### src/rtl/sequential_readahead_policy_unit_defines.svh
// assertion macros for the readahead policy unit
// used by the top level only, relies on clk_i and rst_ni in scope
`ifndef SEQUENTIAL_READAHEAD_POLICY_UNIT_DEFINES_SVH
`define SEQUENTIAL_READAHEAD_POLICY_UNIT_DEFINES_SVH

// same-cycle implication, off during reset
`define SRA_ASSERT_NOW(lbl, ante, cons) \
  lbl: assert property (@(posedge clk_i) disable iff (!rst_ni) (ante) |-> (cons)) \
    else $error("sra: same-cycle check failed");

// next-cycle implication, off during reset
`define SRA_ASSERT_NEXT(lbl, ante, cons) \
  lbl: assert property (@(posedge clk_i) disable iff (!rst_ni) (ante) |=> (cons)) \
    else $error("sra: next-cycle check failed");

`endif

### src/rtl/sra_pkg.sv
// shared types, constants and helpers of the readahead policy unit
// no dependencies
package sra_pkg;

  localparam int unsigned ADDR_W = 48;
  localparam int unsigned LEN_W  = 21;
  localparam int unsigned IDX_W  = 2;
  localparam int unsigned CFG_W  = 48;

  localparam logic [ADDR_W-1:0] ADDR_MAX    = '1;
  localparam logic [ADDR_W-1:0] PAGE_BYTES  = 48'd4096;
  localparam logic [ADDR_W-1:0] SLACK_BYTES = 48'd65536;
  localparam logic [LEN_W-1:0]  MIN_WINDOW  = 21'd65536;
  localparam logic [LEN_W-1:0]  MAX_WINDOW  = 21'd1048576;

  typedef enum logic {
    OP_READ   = 1'b0,
    OP_ANSWER = 1'b1
  } opcode_e;

  typedef enum logic [1:0] {
    ACT_NONE     = 2'd0,
    ACT_PREFETCH = 2'd1,
    ACT_PROBE    = 2'd2,
    ACT_REJECT   = 2'd3
  } action_e;

  typedef enum logic [1:0] {
    MODE_PROBE     = 2'd0,
    MODE_ACTIVE    = 2'd1,
    MODE_SUSPENDED = 2'd2
  } mode_e;

  // internal readahead mode, one-hot
  typedef enum logic [2:0] {
    ST_PROBE     = 3'b001,
    ST_ACTIVE    = 3'b010,
    ST_SUSPENDED = 3'b100
  } mode_state_e;

  typedef enum logic [IDX_W-1:0] {
    REG_REGION_SIZE     = 2'd0,
    REG_READAHEAD_LIMIT = 2'd1,
    REG_START_PROBING   = 2'd2
  } reg_idx_e;

  // registered input word, with the saturated read end precomputed
  typedef struct packed {
    opcode_e           opcode;
    logic [ADDR_W-1:0] read_offset;
    logic [ADDR_W-1:0] read_length;
    logic              range_resident;
    logic [ADDR_W-1:0] read_end;
  } item_t;

  typedef struct packed {
    action_e           action;
    logic [ADDR_W-1:0] range_start;
    logic [LEN_W-1:0]  range_length;
    mode_e             mode;
  } result_t;

  typedef struct packed {
    logic probe_pending;
  } status_t;

  function automatic logic [ADDR_W-1:0] sat_add(input logic [ADDR_W-1:0] a,
                                                input logic [ADDR_W-1:0] b);
    logic [ADDR_W:0] s;
    s = {1'b0, a} + {1'b0, b};
    return s[ADDR_W] ? ADDR_MAX : s[ADDR_W-1:0];
  endfunction

  function automatic logic [LEN_W-1:0] grow_window(input logic [LEN_W-1:0] w);
    logic [LEN_W:0] d;
    d = {w, 1'b0};
    return (d > {1'b0, MAX_WINDOW}) ? MAX_WINDOW : d[LEN_W-1:0];
  endfunction

  function automatic mode_e mode_code(input mode_state_e st);
    mode_e m;
    case (st)
      ST_PROBE:     m = MODE_PROBE;
      ST_ACTIVE:    m = MODE_ACTIVE;
      ST_SUSPENDED: m = MODE_SUSPENDED;
      default:      m = MODE_PROBE;
    endcase
    return m;
  endfunction

endpackage

### src/rtl/sra_if.sv
// valid/ready channels of the readahead policy unit
// depends on sra_pkg
interface sra_in_if;
  logic                       valid;
  logic                       ready;
  logic                       opcode;
  logic [sra_pkg::ADDR_W-1:0] read_offset;
  logic [sra_pkg::ADDR_W-1:0] read_length;
  logic                       range_resident;

  modport source (output valid, opcode, read_offset, read_length, range_resident,
                  input ready);
  modport sink (input valid, opcode, read_offset, read_length, range_resident,
                output ready);
endinterface

interface sra_out_if;
  logic                       valid;
  logic                       ready;
  logic [1:0]                 action;
  logic [sra_pkg::ADDR_W-1:0] range_start;
  logic [sra_pkg::LEN_W-1:0]  range_length;
  logic [1:0]                 mode;

  modport source (output valid, action, range_start, range_length, mode,
                  input ready);
  modport sink (input valid, action, range_start, range_length, mode,
                output ready);
endinterface

### src/rtl/sra_in_stage.sv
// input register of the readahead policy unit, precomputes the read end
// depends on sra_pkg and sra_in_if
module sra_in_stage (
  input  logic           clk_i,
  input  logic           rst_ni,
  sra_in_if.sink         evt_i,
  input  logic           advance_i,
  output logic           valid_o,
  output sra_pkg::item_t item_o
);

  logic           valid_q;
  logic           accept;
  sra_pkg::item_t item_d;
  sra_pkg::item_t item_q;

  // take a new word when empty or whenever the held one moves on
  assign evt_i.ready = !valid_q || advance_i;
  assign accept      = evt_i.valid && evt_i.ready;

  always_comb begin
    item_d.opcode         = sra_pkg::opcode_e'(evt_i.opcode);
    item_d.read_offset    = evt_i.read_offset;
    item_d.read_length    = evt_i.read_length;
    item_d.range_resident = evt_i.range_resident;
    item_d.read_end       = sra_pkg::sat_add(evt_i.read_offset, evt_i.read_length);
  end

  // occupancy flag
  always_ff @(posedge clk_i or negedge rst_ni) begin
    if (!rst_ni) begin
      valid_q <= 1'b0;
    end else if (accept) begin
      valid_q <= 1'b1;
    end else if (advance_i) begin
      valid_q <= 1'b0;
    end
  end

  // payload
  always_ff @(posedge clk_i) begin
    if (accept) begin
      item_q <= item_d;
    end
  end

  assign valid_o = valid_q;
  assign item_o  = item_q;

endmodule

### src/rtl/sra_policy.sv
// run tracking, prefetch decision and configuration registers
// depends on sra_pkg
module sra_policy (
  input  logic                        clk_i,
  input  logic                        rst_ni,
  input  logic                        cfg_we_i,
  input  logic [sra_pkg::IDX_W-1:0]   cfg_idx_i,
  input  logic [sra_pkg::CFG_W-1:0]   cfg_data_i,
  input  logic                        fire_i,
  input  sra_pkg::item_t              item_i,
  output sra_pkg::result_t            result_o,
  output sra_pkg::status_t            status_o
);

  localparam int unsigned AW = sra_pkg::ADDR_W;
  localparam int unsigned LW = sra_pkg::LEN_W;

  // configuration
  logic [AW-1:0] region_q;
  logic [AW-1:0] limit_q;

  // policy state
  logic                 run_started_q, run_started_d;
  logic [AW-1:0]        run_end_q, run_end_d;
  logic [AW-1:0]        run_bytes_q, run_bytes_d;
  logic [AW-1:0]        skipped_q, skipped_d;
  logic [LW-1:0]        window_q, window_d;
  logic [AW-1:0]        pref_end_q, pref_end_d;
  sra_pkg::mode_state_e mode_q, mode_d;
  logic                 pending_q, pending_d;
  logic [AW-1:0]        pend_start_q, pend_start_d;
  logic [LW-1:0]        pend_len_q, pend_len_d;

  // run tracking after a read
  logic          run_started_n;
  logic [AW-1:0] run_end_n, run_bytes_n, skipped_n;
  logic [LW-1:0] window_n;
  logic [AW-1:0] gap, ext;
  logic [AW+1:0] run_sum3;

  // decision terms
  logic          dense, near, want;
  logic [AW-1:0] lim, from, room;
  logic [LW-1:0] len;

  sra_pkg::action_e   action;
  logic [AW-1:0]      out_start;
  logic [LW-1:0]      out_len;

  assign gap      = item_i.read_offset - run_end_q;
  assign ext      = item_i.read_end - run_end_q;
  assign run_sum3 = {2'b00, run_bytes_q} + {2'b00, gap} + {2'b00, item_i.read_length};

  // extend the sequential run
  always_comb begin
    run_started_n = run_started_q;
    run_end_n     = run_end_q;
    run_bytes_n   = run_bytes_q;
    skipped_n     = skipped_q;
    window_n      = window_q;
    if (!run_started_q) begin
      run_started_n = 1'b1;
      run_bytes_n   = item_i.read_length;
      skipped_n     = '0;
      window_n      = sra_pkg::MIN_WINDOW;
      run_end_n     = item_i.read_end;
    end else if (item_i.read_offset >= run_end_q) begin
      if (gap >= sra_pkg::PAGE_BYTES) begin
        skipped_n   = sra_pkg::sat_add(skipped_q, gap);
        run_bytes_n = sra_pkg::sat_add(run_bytes_q, item_i.read_length);
      end else begin
        run_bytes_n = (|run_sum3[AW+1:AW]) ? sra_pkg::ADDR_MAX : run_sum3[AW-1:0];
      end
      run_end_n = item_i.read_end;
    end else if (item_i.read_end > run_end_q) begin
      run_bytes_n = sra_pkg::sat_add(run_bytes_q, ext);
      run_end_n   = item_i.read_end;
    end
  end

  // prefetch range from the updated run
  assign dense = {run_bytes_n, 1'b0} >= {1'b0, skipped_n};
  assign near  = (pref_end_q <= run_end_n) ||
                 ((pref_end_q - run_end_n) < sra_pkg::SLACK_BYTES);
  assign want  = (mode_q != sra_pkg::ST_SUSPENDED) &&
                 (run_bytes_n >= sra_pkg::PAGE_BYTES) && dense && near;
  assign lim   = (region_q < limit_q) ? region_q : limit_q;
  assign from  = (pref_end_q > item_i.read_offset) ? pref_end_q : item_i.read_offset;
  assign room  = lim - from;
  assign len   = ({{(AW-LW){1'b0}}, window_n} < room) ? window_n : room[LW-1:0];

  // next state and result for one word
  always_comb begin
    run_started_d = run_started_q;
    run_end_d     = run_end_q;
    run_bytes_d   = run_bytes_q;
    skipped_d     = skipped_q;
    window_d      = window_q;
    pref_end_d    = pref_end_q;
    mode_d        = mode_q;
    pending_d     = pending_q;
    pend_start_d  = pend_start_q;
    pend_len_d    = pend_len_q;
    action        = sra_pkg::ACT_NONE;
    out_start     = '0;
    out_len       = '0;
    if (item_i.opcode == sra_pkg::OP_ANSWER) begin
      // residency answer
      if (pending_q) begin
        pending_d = 1'b0;
        if (item_i.range_resident) begin
          mode_d = sra_pkg::ST_SUSPENDED;
        end else begin
          mode_d     = sra_pkg::ST_ACTIVE;
          pref_end_d = sra_pkg::sat_add(pend_start_q, {{(AW-LW){1'b0}}, pend_len_q});
          window_d   = sra_pkg::grow_window(window_q);
          action     = sra_pkg::ACT_PREFETCH;
          out_start  = pend_start_q;
          out_len    = pend_len_q;
        end
      end
    end else if (pending_q) begin
      action = sra_pkg::ACT_REJECT;
    end else begin
      // read event
      run_started_d = run_started_n;
      run_end_d     = run_end_n;
      run_bytes_d   = run_bytes_n;
      skipped_d     = skipped_n;
      window_d      = window_n;
      if (want && (from < lim)) begin
        out_start = from;
        out_len   = len;
        if (mode_q == sra_pkg::ST_PROBE) begin
          pending_d    = 1'b1;
          pend_start_d = from;
          pend_len_d   = len;
          action       = sra_pkg::ACT_PROBE;
        end else begin
          pref_end_d = from + {{(AW-LW){1'b0}}, len};
          window_d   = sra_pkg::grow_window(window_n);
          action     = sra_pkg::ACT_PREFETCH;
        end
      end
    end
  end

  // state and configuration registers
  always_ff @(posedge clk_i or negedge rst_ni) begin
    if (!rst_ni) begin
      region_q      <= '0;
      limit_q       <= sra_pkg::ADDR_MAX;
      run_started_q <= 1'b0;
      run_end_q     <= '0;
      run_bytes_q   <= '0;
      skipped_q     <= '0;
      window_q      <= sra_pkg::MIN_WINDOW;
      pref_end_q    <= '0;
      mode_q        <= sra_pkg::ST_PROBE;
      pending_q     <= 1'b0;
      pend_start_q  <= '0;
      pend_len_q    <= '0;
    end else begin
      if (fire_i) begin
        run_started_q <= run_started_d;
        run_end_q     <= run_end_d;
        run_bytes_q   <= run_bytes_d;
        skipped_q     <= skipped_d;
        window_q      <= window_d;
        pref_end_q    <= pref_end_d;
        mode_q        <= mode_d;
        pending_q     <= pending_d;
        pend_start_q  <= pend_start_d;
        pend_len_q    <= pend_len_d;
      end
      if (cfg_we_i) begin
        case (sra_pkg::reg_idx_e'(cfg_idx_i))
          sra_pkg::REG_REGION_SIZE: begin
            region_q <= cfg_data_i[AW-1:0];
          end
          sra_pkg::REG_READAHEAD_LIMIT: begin
            limit_q <= cfg_data_i[AW-1:0];
          end
          sra_pkg::REG_START_PROBING: begin
            mode_q       <= cfg_data_i[0] ? sra_pkg::ST_PROBE : sra_pkg::ST_ACTIVE;
            pending_q    <= 1'b0;
            pend_start_q <= '0;
            pend_len_q   <= '0;
          end
          default: begin
          end
        endcase
      end
    end
  end

  always_comb begin
    result_o.action       = action;
    result_o.range_start  = out_start;
    result_o.range_length = out_len;
    result_o.mode         = sra_pkg::mode_code(mode_d);
  end

  assign status_o.probe_pending = pending_q;

endmodule

### src/rtl/sra_out_stage.sv
// result register of the readahead policy unit
// depends on sra_pkg and sra_out_if
module sra_out_stage (
  input  logic             clk_i,
  input  logic             rst_ni,
  input  logic             valid_i,
  input  sra_pkg::result_t result_i,
  output logic             advance_o,
  sra_out_if.source        res_o
);

  logic             valid_q;
  sra_pkg::result_t result_q;

  // the register frees up when empty or when its word is taken
  assign advance_o = !valid_q || res_o.ready;

  always_ff @(posedge clk_i or negedge rst_ni) begin
    if (!rst_ni) begin
      valid_q <= 1'b0;
    end else if (advance_o) begin
      valid_q <= valid_i;
    end
  end

  always_ff @(posedge clk_i) begin
    if (advance_o && valid_i) begin
      result_q <= result_i;
    end
  end

  assign res_o.valid        = valid_q;
  assign res_o.action       = result_q.action;
  assign res_o.range_start  = result_q.range_start;
  assign res_o.range_length = result_q.range_length;
  assign res_o.mode         = result_q.mode;

endmodule

### src/rtl/sequential_readahead_policy_unit.sv
// top level of the sequential readahead policy unit
// depends on sra_pkg, sra_if, sra_in_stage, sra_policy, sra_out_stage and the defines header
//
//   channel  dir  handshake      word
//   evt_i    in   valid/ready    opcode, read_offset, read_length, range_resident
//   res_o    out  valid/ready    action, range_start, range_length, mode
//   cfg      in   cfg_we_i only  cfg_idx_i, cfg_data_i
//
// one word per cycle sustained while the result side does not stall; a result
// passes the input register, then the result register, before it is valid
// the state update is combinational through the policy compare/add logic and registered as the word moves on
// no clearing after reset: ready is up straight out of reset
// a stalled result holds its register, the input register keeps the next word,
// and ready drops only when both are full
`include "sequential_readahead_policy_unit_defines.svh"

module sequential_readahead_policy_unit (
  input  logic                      clk_i,
  input  logic                      rst_ni,
  input  logic                      cfg_we_i,
  input  logic [sra_pkg::IDX_W-1:0] cfg_idx_i,
  input  logic [sra_pkg::CFG_W-1:0] cfg_data_i,
  sra_in_if.sink                    evt_i,
  sra_out_if.source                 res_o
);

  logic             s1_valid;
  logic             advance;
  logic             s1_fire;
  sra_pkg::item_t   s1_item;
  sra_pkg::result_t result;
  sra_pkg::status_t status;

  // terms used by the checks below
  logic             rd_on_pending;
  logic             res_empty;
  logic             res_probe;

  assign s1_fire = s1_valid && advance;

  // input register
  sra_in_stage u_in (
    .clk_i     (clk_i),
    .rst_ni    (rst_ni),
    .evt_i     (evt_i),
    .advance_i (advance),
    .valid_o   (s1_valid),
    .item_o    (s1_item)
  );

  // policy state and decision
  sra_policy u_policy (
    .clk_i      (clk_i),
    .rst_ni     (rst_ni),
    .cfg_we_i   (cfg_we_i),
    .cfg_idx_i  (cfg_idx_i),
    .cfg_data_i (cfg_data_i),
    .fire_i     (s1_fire),
    .item_i     (s1_item),
    .result_o   (result),
    .status_o   (status)
  );

  // result register
  sra_out_stage u_out (
    .clk_i     (clk_i),
    .rst_ni    (rst_ni),
    .valid_i   (s1_valid),
    .result_i  (result),
    .advance_o (advance),
    .res_o     (res_o)
  );

  assign rd_on_pending = s1_fire && (s1_item.opcode == sra_pkg::OP_READ) &&
                         status.probe_pending;
  assign res_empty     = res_o.valid && ((res_o.action == sra_pkg::ACT_NONE) ||
                                         (res_o.action == sra_pkg::ACT_REJECT));
  assign res_probe     = res_o.valid && (res_o.action == sra_pkg::ACT_PROBE);

  // a read that meets a pending probe comes back rejected
  `SRA_ASSERT_NEXT(a_reject_pending, rd_on_pending, res_o.valid && res_o.action == sra_pkg::ACT_REJECT)
  // no range on a word without prefetch or probe
  `SRA_ASSERT_NOW(a_empty_range, res_empty, (res_o.range_start == '0) && (res_o.range_length == '0))
  // a probe leaves the unit in probe mode
  `SRA_ASSERT_NOW(a_probe_mode, res_probe, res_o.mode == sra_pkg::MODE_PROBE)
  // input backpressure only comes from a stalled result
  `SRA_ASSERT_NOW(a_stall_source, !evt_i.ready, res_o.valid && !res_o.ready)

endmodule

### src/flat_wrapper.sv
// flat-port wrapper written by rule: the top's interface ports become plain ports
module sequential_readahead_policy_unit_flat 
  (clk_i, rst_ni, cfg_we_i, cfg_idx_i, cfg_data_i, evt_i_valid, evt_i_opcode, evt_i_read_offset, evt_i_read_length, evt_i_range_resident, evt_i_ready, res_o_valid, res_o_action, res_o_range_start, res_o_range_length, res_o_mode, res_o_ready);
  sra_in_if evt_i_i ();
  sra_out_if res_o_i ();
  input  logic clk_i;
  input  logic rst_ni;
  input  logic cfg_we_i;
  input  logic [sra_pkg::IDX_W-1:0] cfg_idx_i;
  input  logic [sra_pkg::CFG_W-1:0] cfg_data_i;
  input wire logic [$bits(evt_i_i.valid)-1:0] evt_i_valid;
  input wire logic [$bits(evt_i_i.opcode)-1:0] evt_i_opcode;
  input wire logic [$bits(evt_i_i.read_offset)-1:0] evt_i_read_offset;
  input wire logic [$bits(evt_i_i.read_length)-1:0] evt_i_read_length;
  input wire logic [$bits(evt_i_i.range_resident)-1:0] evt_i_range_resident;
  output wire logic [$bits(evt_i_i.ready)-1:0] evt_i_ready;
  output wire logic [$bits(res_o_i.valid)-1:0] res_o_valid;
  output wire logic [$bits(res_o_i.action)-1:0] res_o_action;
  output wire logic [$bits(res_o_i.range_start)-1:0] res_o_range_start;
  output wire logic [$bits(res_o_i.range_length)-1:0] res_o_range_length;
  output wire logic [$bits(res_o_i.mode)-1:0] res_o_mode;
  input wire logic [$bits(res_o_i.ready)-1:0] res_o_ready;
  assign evt_i_i.valid = evt_i_valid;
  assign evt_i_i.opcode = evt_i_opcode;
  assign evt_i_i.read_offset = evt_i_read_offset;
  assign evt_i_i.read_length = evt_i_read_length;
  assign evt_i_i.range_resident = evt_i_range_resident;
  assign evt_i_ready = evt_i_i.ready;
  assign res_o_valid = res_o_i.valid;
  assign res_o_action = res_o_i.action;
  assign res_o_range_start = res_o_i.range_start;
  assign res_o_range_length = res_o_i.range_length;
  assign res_o_mode = res_o_i.mode;
  assign res_o_i.ready = res_o_ready;
  sequential_readahead_policy_unit u_core (.clk_i(clk_i), .rst_ni(rst_ni), .cfg_we_i(cfg_we_i), .cfg_idx_i(cfg_idx_i), .cfg_data_i(cfg_data_i), .evt_i(evt_i_i), .res_o(res_o_i));
endmodule
### config.mk
export PLATFORM = sky130hd
export DESIGN_NAME = sequential_readahead_policy_unit_flat
export DESIGN_NICKNAME = d
export VERILOG_FILES = /design/src/rtl/sra_pkg.sv /design/src/rtl/sra_if.sv /design/src/rtl/sra_in_stage.sv /design/src/rtl/sra_policy.sv /design/src/rtl/sra_out_stage.sv /design/src/rtl/sequential_readahead_policy_unit.sv /design/src/flat_wrapper.sv
export VERILOG_INCLUDE_DIRS = /design/src /design/src/rtl
export SDC_FILE = /design/constraint.sdc
export NUM_CORES = 2
export LEC_CHECK = 0
export ABC_AREA = 1
export BUFFER_PORTS_ARGS = -buffer_cell sky130_fd_sc_hd__buf_2
export CAP_MARGIN = 10
export CORE_ASPECT_RATIO = 1.2
export CORE_UTILIZATION = 53
export DETAILED_ROUTE_END_ITERATION = 6
export GPL_TIMING_DRIVEN = 0
export PLACE_DENSITY = 0.7
export SLEW_MARGIN = 20
export SYNTH_ARGS = -nofsm -noshare
export SYNTH_HDL_FRONTEND = slang
export SYNTH_HIERARCHICAL = 1
export SYNTH_SLANG_ARGS = --single-unit
### constraint.sdc
create_clock -name clk_i -period 14.3 [get_ports clk_i]
set_clock_uncertainty 0.2 [all_clocks]
set_input_delay 1.43 -clock clk_i [delete_from_list [all_inputs] [get_ports clk_i]]
set_output_delay 1.43 -clock clk_i [all_outputs]
set_load 0.005 [all_outputs]
-- Word level (Yosys, flattened, before mapping)
Cells that the tools add are included.
Widths: inputs -> output; s select.
- register bits: 604
- bits in latches: 0
- bits in writable memories: 0
- memory bits (read-only): 0
- word-level logic and storage cells: 160
- memories kept: 0
- add/subtract/negate cells: 12
- multipliers: 0
- div/mod/pow operators: 0
- magnitude comparators: 13
- equal/unequal tests: 10
- shift operators: 0
- mux-type cells: 80
- bitwise operators: 2
- reduce and logical (&&, ||, !) cells: 20
- operators by type and width (kind ; count):
    $mux 48 ; 35
    $mux 21 ; 22
    $add 48x48->49 ; 5
    $sub 48x48->48 ; 4
    $ge 48x13->1 const B ; 2
    $gt 48x48->1 ; 2
    $lt 48x48->1 ; 2
    $add 49x48->50 ; 1
    $add 48x21->49 ; 1
    $ge 49x48->1 ; 1
    $add 48x21->48 ; 1
    $ge 48x48->1 ; 1
    $le 48x48->1 ; 1
    $lt 21x48->1 ; 1
    $lt 48x17->1 const B ; 1
    $gt 22x21->1 const B ; 2
    $mux 3 ; 6
    $mux 1 ; 11
    $mux 2 ; 5
    $logic_and 1x1->1 ; 6
    $ne 2x2->1 const B ; 3
    $reduce_and 6->1 ; 1
    $pmux 2 s2 ; 1
    $reduce_and 2->1 ; 2
    other kinds (15) ; 20

-- Logic depth before layout (Yosys ltp)
- depth after elaboration: 19
- depth in mapped cells: 69

-- Modules after synthesis
Netlist, hierarchy kept.
- modules (own cells, without submodules) (module ; instances ; cells each ; area an instance (µm²) ; seq. area each (µm²)):
    sra_policy ; 1 ; 8470 ; 52791.9 ; 9646.8
    sra_in_stage ; 1 ; 1133 ; 8966.1 ; 4409.2
    sra_out_stage ; 1 ; 79 ; 2237.1 ; 2217.1
    sequential_readahead_policy_unit ; 1 ; 2 ; 7.5 ; 0.0

-- Least setup slack after synthesis
Ideal clock, no wire load.
- path kind: register to register
- from: register u_core.u_policy.pref_end_q[47]
- to: register u_core.u_policy.pref_end_q[35]
- library setup time: 117 ps
- data arrival time: 9770 ps
- required time: 13983 ps
- path slack: 4213 ps
- stages on the path, launching flop included: 62
- path buffers: 5
- cells stage by stage: dfrtp_1 -> ha_1 -> nand3_1 -> nor4b_1 -> nand2_1 -> o41ai_1 -> clkbuf_1 -> buf_2 -> clkbuf_1 -> clkbuf_1 -> nand2_1 -> o21ai_0 -> inv_1 -> ha_1 -> a21oi_1 -> o21ai_0 -> a21oi_1 -> o21bai_1 -> [... 26 more ...] -> o211ai_1 -> a21oi_1 -> o21bai_1 -> nand2_1 -> nand2_1 -> a21oi_1 -> o21a_1 -> o21ai_0 -> a21oi_1 -> o21ai_0 -> nand2_1 -> nor3_1 -> nand2_1 -> xor2_1 -> nand2_1 -> nand2_1 -> nand3_1 -> nand2_1
- longest elaborated chain between the ends: 10
- ends and longest elaborated chain (element ; line ; text):
    start: declaration ; sra_policy.sv:28 ; logic [AW-1:0] pref_end_q, pref_end_d;
    start signal: assignment ; sra_policy.sv:170 ; pref_end_q <= pref_end_d;
    $gt 48x48->1 ; sra_policy.sv:88 ; assign from = (pref_end_q > item_i.read_offset) ? pref_end_q : item_i.read_offset;
    $mux 48 ; sra_policy.sv:88 ;
    $sub 48x48->48 ; sra_policy.sv:89 ; assign room = lim - from;
    $lt 21x48->1 ; sra_policy.sv:90 ; assign len = ({{(AW-LW){1'b0}}, window_n} < room) ? window_n : room[LW-1:0];
    $mux 21 ; sra_policy.sv:90 ;
    $add 48x21->48 ; sra_policy.sv:140 ; pref_end_d = from + {{(AW-LW){1'b0}}, len};
    $mux 48 ; sra_policy.sv:134 ; if (mode_q == sra_pkg::ST_PROBE) begin
    $mux 48 ; sra_policy.sv:131 ; if (want && (from < lim)) begin
    $mux 48 ; sra_policy.sv:122 ; end else if (pending_q) begin
    $mux 48 ; sra_policy.sv:107 ; if (item_i.opcode == sra_pkg::OP_ANSWER) begin
Parallel ways exist; a longest one is shown, timed or not. The select of a mux whose other input is x is not followed.
A chain may end at the register's enable or synchronous reset.

-- Worst setup path in the final report
- from: register u_core.u_policy.limit_q[1]
- to: register u_core.u_policy.pref_end_q[45]
- longest elaborated chain between the ends: 10
- ends and longest elaborated chain (element ; line ; text):
    start: declaration ; sra_policy.sv:20 ; logic [AW-1:0] limit_q;
    start signal: assignment ; sra_policy.sv:152 ; limit_q <= sra_pkg::ADDR_MAX;
    start signal: assignment ; sra_policy.sv:182 ; limit_q <= cfg_data_i[AW-1:0];
    $lt 48x48->1 ; sra_policy.sv:87 ; assign lim = (region_q < limit_q) ? region_q : limit_q;
    $mux 48 * ; sra_policy.sv:87 ;
    $sub 48x48->48 ; sra_policy.sv:89 ;
    $lt 21x48->1 ; sra_policy.sv:90 ;
    $mux 21 ; sra_policy.sv:90 ;
    $add 48x21->48 ; sra_policy.sv:140 ;
    $mux 48 ; sra_policy.sv:134 ;
    $mux 48 ; sra_policy.sv:131 ;
    $mux 48 ; sra_policy.sv:122 ;
    $mux 48 ; sra_policy.sv:107 ;
Mark *: on every way between the ends. The rest lies on a longest branch, timed or not. The select of a mux whose other input is x is not followed.

==> impl_metrics.json <==
{
  "outcome": "completed",
  "initial_utilization_pct": 53.49,
  "finalHoldViolCount": 0,
  "maxSlewHeadroom_pct": 11.41,
  "layout.nets": 10840,
  "worst_pin_slew_ns": 1.317,
  "cts_root_buffer": "clkbuf_16",
  "final_cells": 11610,
  "period_needed_ns": 13.76,
  "coreArea_sq_um": 119700,
  "vias_per_cell": 6.138,
  "ant_nets": 0,
  "clk_pin_slew_worst_paths_ns": 0.07,
  "hold_class": "reg2reg",
  "r2r_slack_ns": 0.54,
  "end_kind": "flop",
  "cts_sinks": 604,
  "clock_latency_ns": 0.70,
  "grt_pass1_wl_microns": 436200,
  "netlist_instances": 9684,
  "postCtsSetupBuffers": 0,
  "setup_violations": 0,
  "drv_slew": 0,
  "clk_path_buf_depth": 3,
  "cp_data_arrival_time_ns": 14.15,
  "die_x_microns": 319.2,
  "drv_cap": 0,
  "worstPathRequired_ns": 14.68,
  "cts_inserted_buffers": 66,
  "num_vias": 71240,
  "dr.pass1.iters": 7,
  "gp_routability_congestion": 1.167,
  "place.port_buffers": 227,
  "critical_path.max_stage_delay_ns": 0.72,
  "yosysSeqAreaShare_pct": 25.43,
  "grt_pass1_vias": 71480,
  "overflow": 0,
  "timing.fmax_ghz": 0.07266,
  "tns_ns": 0,
  "synth.distinct_cells": 65,
  "drive_above_1_share_pct": 5.921,
  "period_share_pct": 96.24,
  "dp_hpwl_microns": 252400,
  "worst-path-max-fanout": 10,
  "cts_resized": 3,
  "finalWirelength_microns": 303300,
  "ios": 228,
  "routedWlPerCell_microns": 26.14,
  "place_inst": 11480,
  "rows": 139,
  "critPathKind": "reg2reg",
  "grt_max_degree": 89,
  "die_area_sq_um": 122200,
  "grtUsageTotal_pct": 48.63,
  "die_h_microns": 382.7,
  "ys_seq_elements": 604,
  "antenna_found_initial": 16,
  "cp_common_cell": "nand2_1",
  "cts_hold_buf": 0,
  "yosysWarningCount": 6,
  "syn-num-nets": 10530,
  "synth-async-reset-ratio_pct": 63.74,
  "route.detailed.drc": 0,
  "rsz0062_at_grt": "false",
  "syn_to_final_growth_pct": 9.370,
  "start_kind": "flop",
  "htreeDepth": 3,
  "synth_area_sq_um": 64000,
  "fillCellCount": 11430,
  "syn_avg_cell_area_sq_um": 6.609,
  "drt_iter0_markers": 7197,
  "synth-main-ff-cell": "dfrtp_1",
  "cts_tree": "done",
  "synth_edf_count": 219,
  "slowest_stage": "clkbuf_1"
}
-- path summary, 6_finish.rpt --
| check | startpoint | end | cells after the start |
|---|---|---|---|
| worst min register to register | u_core/u_policy/run_end_q[34]$_DFFE_PN0P_ | u_core/u_policy/run_end_q[34]$_DFFE_PN0P_ | 2 |
| worst min-delay path | u_core/u_policy/run_end_q[34]$_DFFE_PN0P_ | u_core/u_policy/run_end_q[34]$_DFFE_PN0P_ | 2 |
| worst max-delay path | u_core/u_policy/limit_q[1]$_DFFE_PN1P_ | u_core/u_policy/pref_end_q[45]$_DFFE_PN0P_ | 65 |
| min in group asynchronous | rst_ni | u_core/u_policy/skipped_q[1]$_DFFE_PN0P_ | 1 |
| max in group asynchronous | rst_ni | u_core/u_policy/limit_q[30]$_DFFE_PN1P_ | 5 |
| worst max register to register | u_core/u_policy/limit_q[1]$_DFFE_PN1P_ | u_core/u_policy/pref_end_q[45]$_DFFE_PN0P_ | 65 |
-- flip-flops by register name (all words and copies together) (netlist names) --
signal                           count
u_core/u_in/item_o                 146
u_core/u_in/valid_o                  1
u_core/u_out/res_o.action            2
u_core/u_out/res_o.mode              2
u_core/u_out/res_o.range_length     21
u_core/u_out/res_o.range_start      48
u_core/u_out/res_o.valid             1
u_core/u_policy/limit_q             48
u_core/u_policy/mode_q               3
u_core/u_policy/pend_len_q          21
u_core/u_policy/pend_start_q        48
u_core/u_policy/pref_end_q          48
u_core/u_policy/region_q            48
u_core/u_policy/run_bytes_q         48
u_core/u_policy/run_end_q           48
u_core/u_policy/run_started_q        1
u_core/u_policy/skipped_q           48
u_core/u_policy/status_o             1
u_core/u_policy/window_q            21
-- worst max-delay path: cells and delay by family (launching register included) --
| family | cells | cell delay [ns] |
|---|---|---|
| AOI/OAI and AO/OA | 26 | 5.38 |
| DFF | 1 | 0.53 |
| and+or+nand+nor | 24 | 3.47 |
| adders and majority gates | 4 | 1.30 |
| xor gates and xnor gates | 2 | 0.41 |
| buffers and inverters | 9 | 2.35 |
-- layout make-up --
| cell class | instances | area, sq um | area share [%] |
|---|---|---|---|
| Clock inverter | 44 | 554.3 | 0.7918 |
| Buffer | 228 | 1002 | 1.432 |
| Timing Repair Buffer | 244 | 1572 | 2.245 |
| Sequential cell | 604 | 16270 | 23.25 |
| Multi-Input combinational cell | 7371 | 41280 | 58.97 |
| Tap cell | 1551 | 1941 | 2.772 |
| Inverter | 1480 | 5557 | 7.938 |
| Antenna cell | 6 | 15.01 | 0.02145 |
| Clock buffer | 78 | 1810 | 2.586 |
-- metrics by stage --
step | hold WS [ns] | instance area (sq um) | setup slack, ns | util (%)
after global routing | 0.3022 | 69990 | 0.05093 | 58.49
after detailed placement | 0.2732 | 67560 | -0.9578 | 56.47
final | 0.2828 | 70000 | 0.5372 | 58.50
after global placement | 0.2608 | 67080 | -0.6244 | 56.06
after floorplan | 0.2419 | 64000 | 4.213 | -
after CTS | 0.2874 | 69940 | 0.2186 | 58.45
-- cell usage in the layout (no fill, tap or decap), types with 12 or more instances in the layout --
cell,Yosys,layout
o21bai_1,48,48
xor2_1,221,221
nor4_1,39,37
clkbuf_16,0,69
nand2_2,27,27
nor2_2,10,13
o21a_1,51,51
dfrtp_1,335,335
buf_16,0,15
nand2_1,2418,2418
nand3_1,464,464
nand3b_1,23,23
nor3_1,99,99
buf_2,36,262
a21o_1,50,50
edfxtp_1,219,219
fa_1,58,58
nand4_1,88,88
a21oi_1,844,842
nor2_1,1038,1035
o22ai_1,31,31
a21boi_0,12,12
clkbuf_1,163,157
ha_1,635,635
inv_2,20,20
o21ai_1,49,56
inv_1,1454,1454
buf_1,15,14
dfstp_2,50,50
o211ai_1,60,60
clkinv_2,1,12
a211oi_1,20,19
or2_2,32,32
a22oi_1,24,24
o21ai_0,672,663
a31oi_1,89,89
o221ai_1,55,55
xnor2_1,124,124
-- Yosys cell counts (10+ instances only) --
library cell,n,share of area [%]
a211oi_1,20,0.23
a21boi_0,12,0.14
a21o_1,50,0.59
a21oi_1,844,6.6
a22oi_1,24,0.28
a31oi_1,89,0.87
buf_1,15,0.088
buf_2,36,0.28
clkbuf_1,163,0.96
dfrtp_1,335,13
dfstp_2,50,2.1
edfxtp_1,219,10
fa_1,58,1.8
ha_1,635,12
inv_1,1454,8.5
inv_2,20,0.12
nand2_1,2418,14
nand2_2,27,0.26
nand3_1,464,3.6
nand3b_1,23,0.27
nand4_1,88,0.86
nor2_1,1038,6.1
nor2_2,10,0.098
nor3_1,99,0.77
nor4_1,39,0.38
o211ai_1,60,0.70
o21a_1,51,0.60
o21ai_0,672,5.3
o21ai_1,49,0.38
o21bai_1,48,0.56
o221ai_1,55,0.75
o22ai_1,31,0.30
or2_2,32,0.31
xnor2_1,124,1.7
xor2_1,221,3.0
-- per-layer routing --
| layer | share of wire, % | vias up | global-route usage [%] |
|---|---|---|---|
| li1 | - | 32590 | - |
| met1 | 31 | 32800 | 44.41 |
| met2 | 47 | 4098 | 83.27 |
| met3 | 7.5 | 1745 | 9.775 |
| met4 | 15 | 8 | 59.66 |
| met5 | 0.018 | - | 0 |
-- logic make-up (layout without fill, tap and decap cells) --
family / Yosys count / after routing / synth area share [%]
other: 0 / 6 / 0
adders and majority gates: 693 / 693 / 14.23
xor gates and xnor gates: 347 / 347 / 4.772
AOI/OAI and AO/OA: 2062 / 2062 / 18.06
and+or+nand+nor: 4269 / 4269 / 27.28
buffers and inverters: 1709 / 2074 / 10.23
DFF: 604 / 604 / 25.43
Power is left out: the tool's default activity adds up to more than one toggle a clock period on the data nets, which glitch-free logic cannot reach.
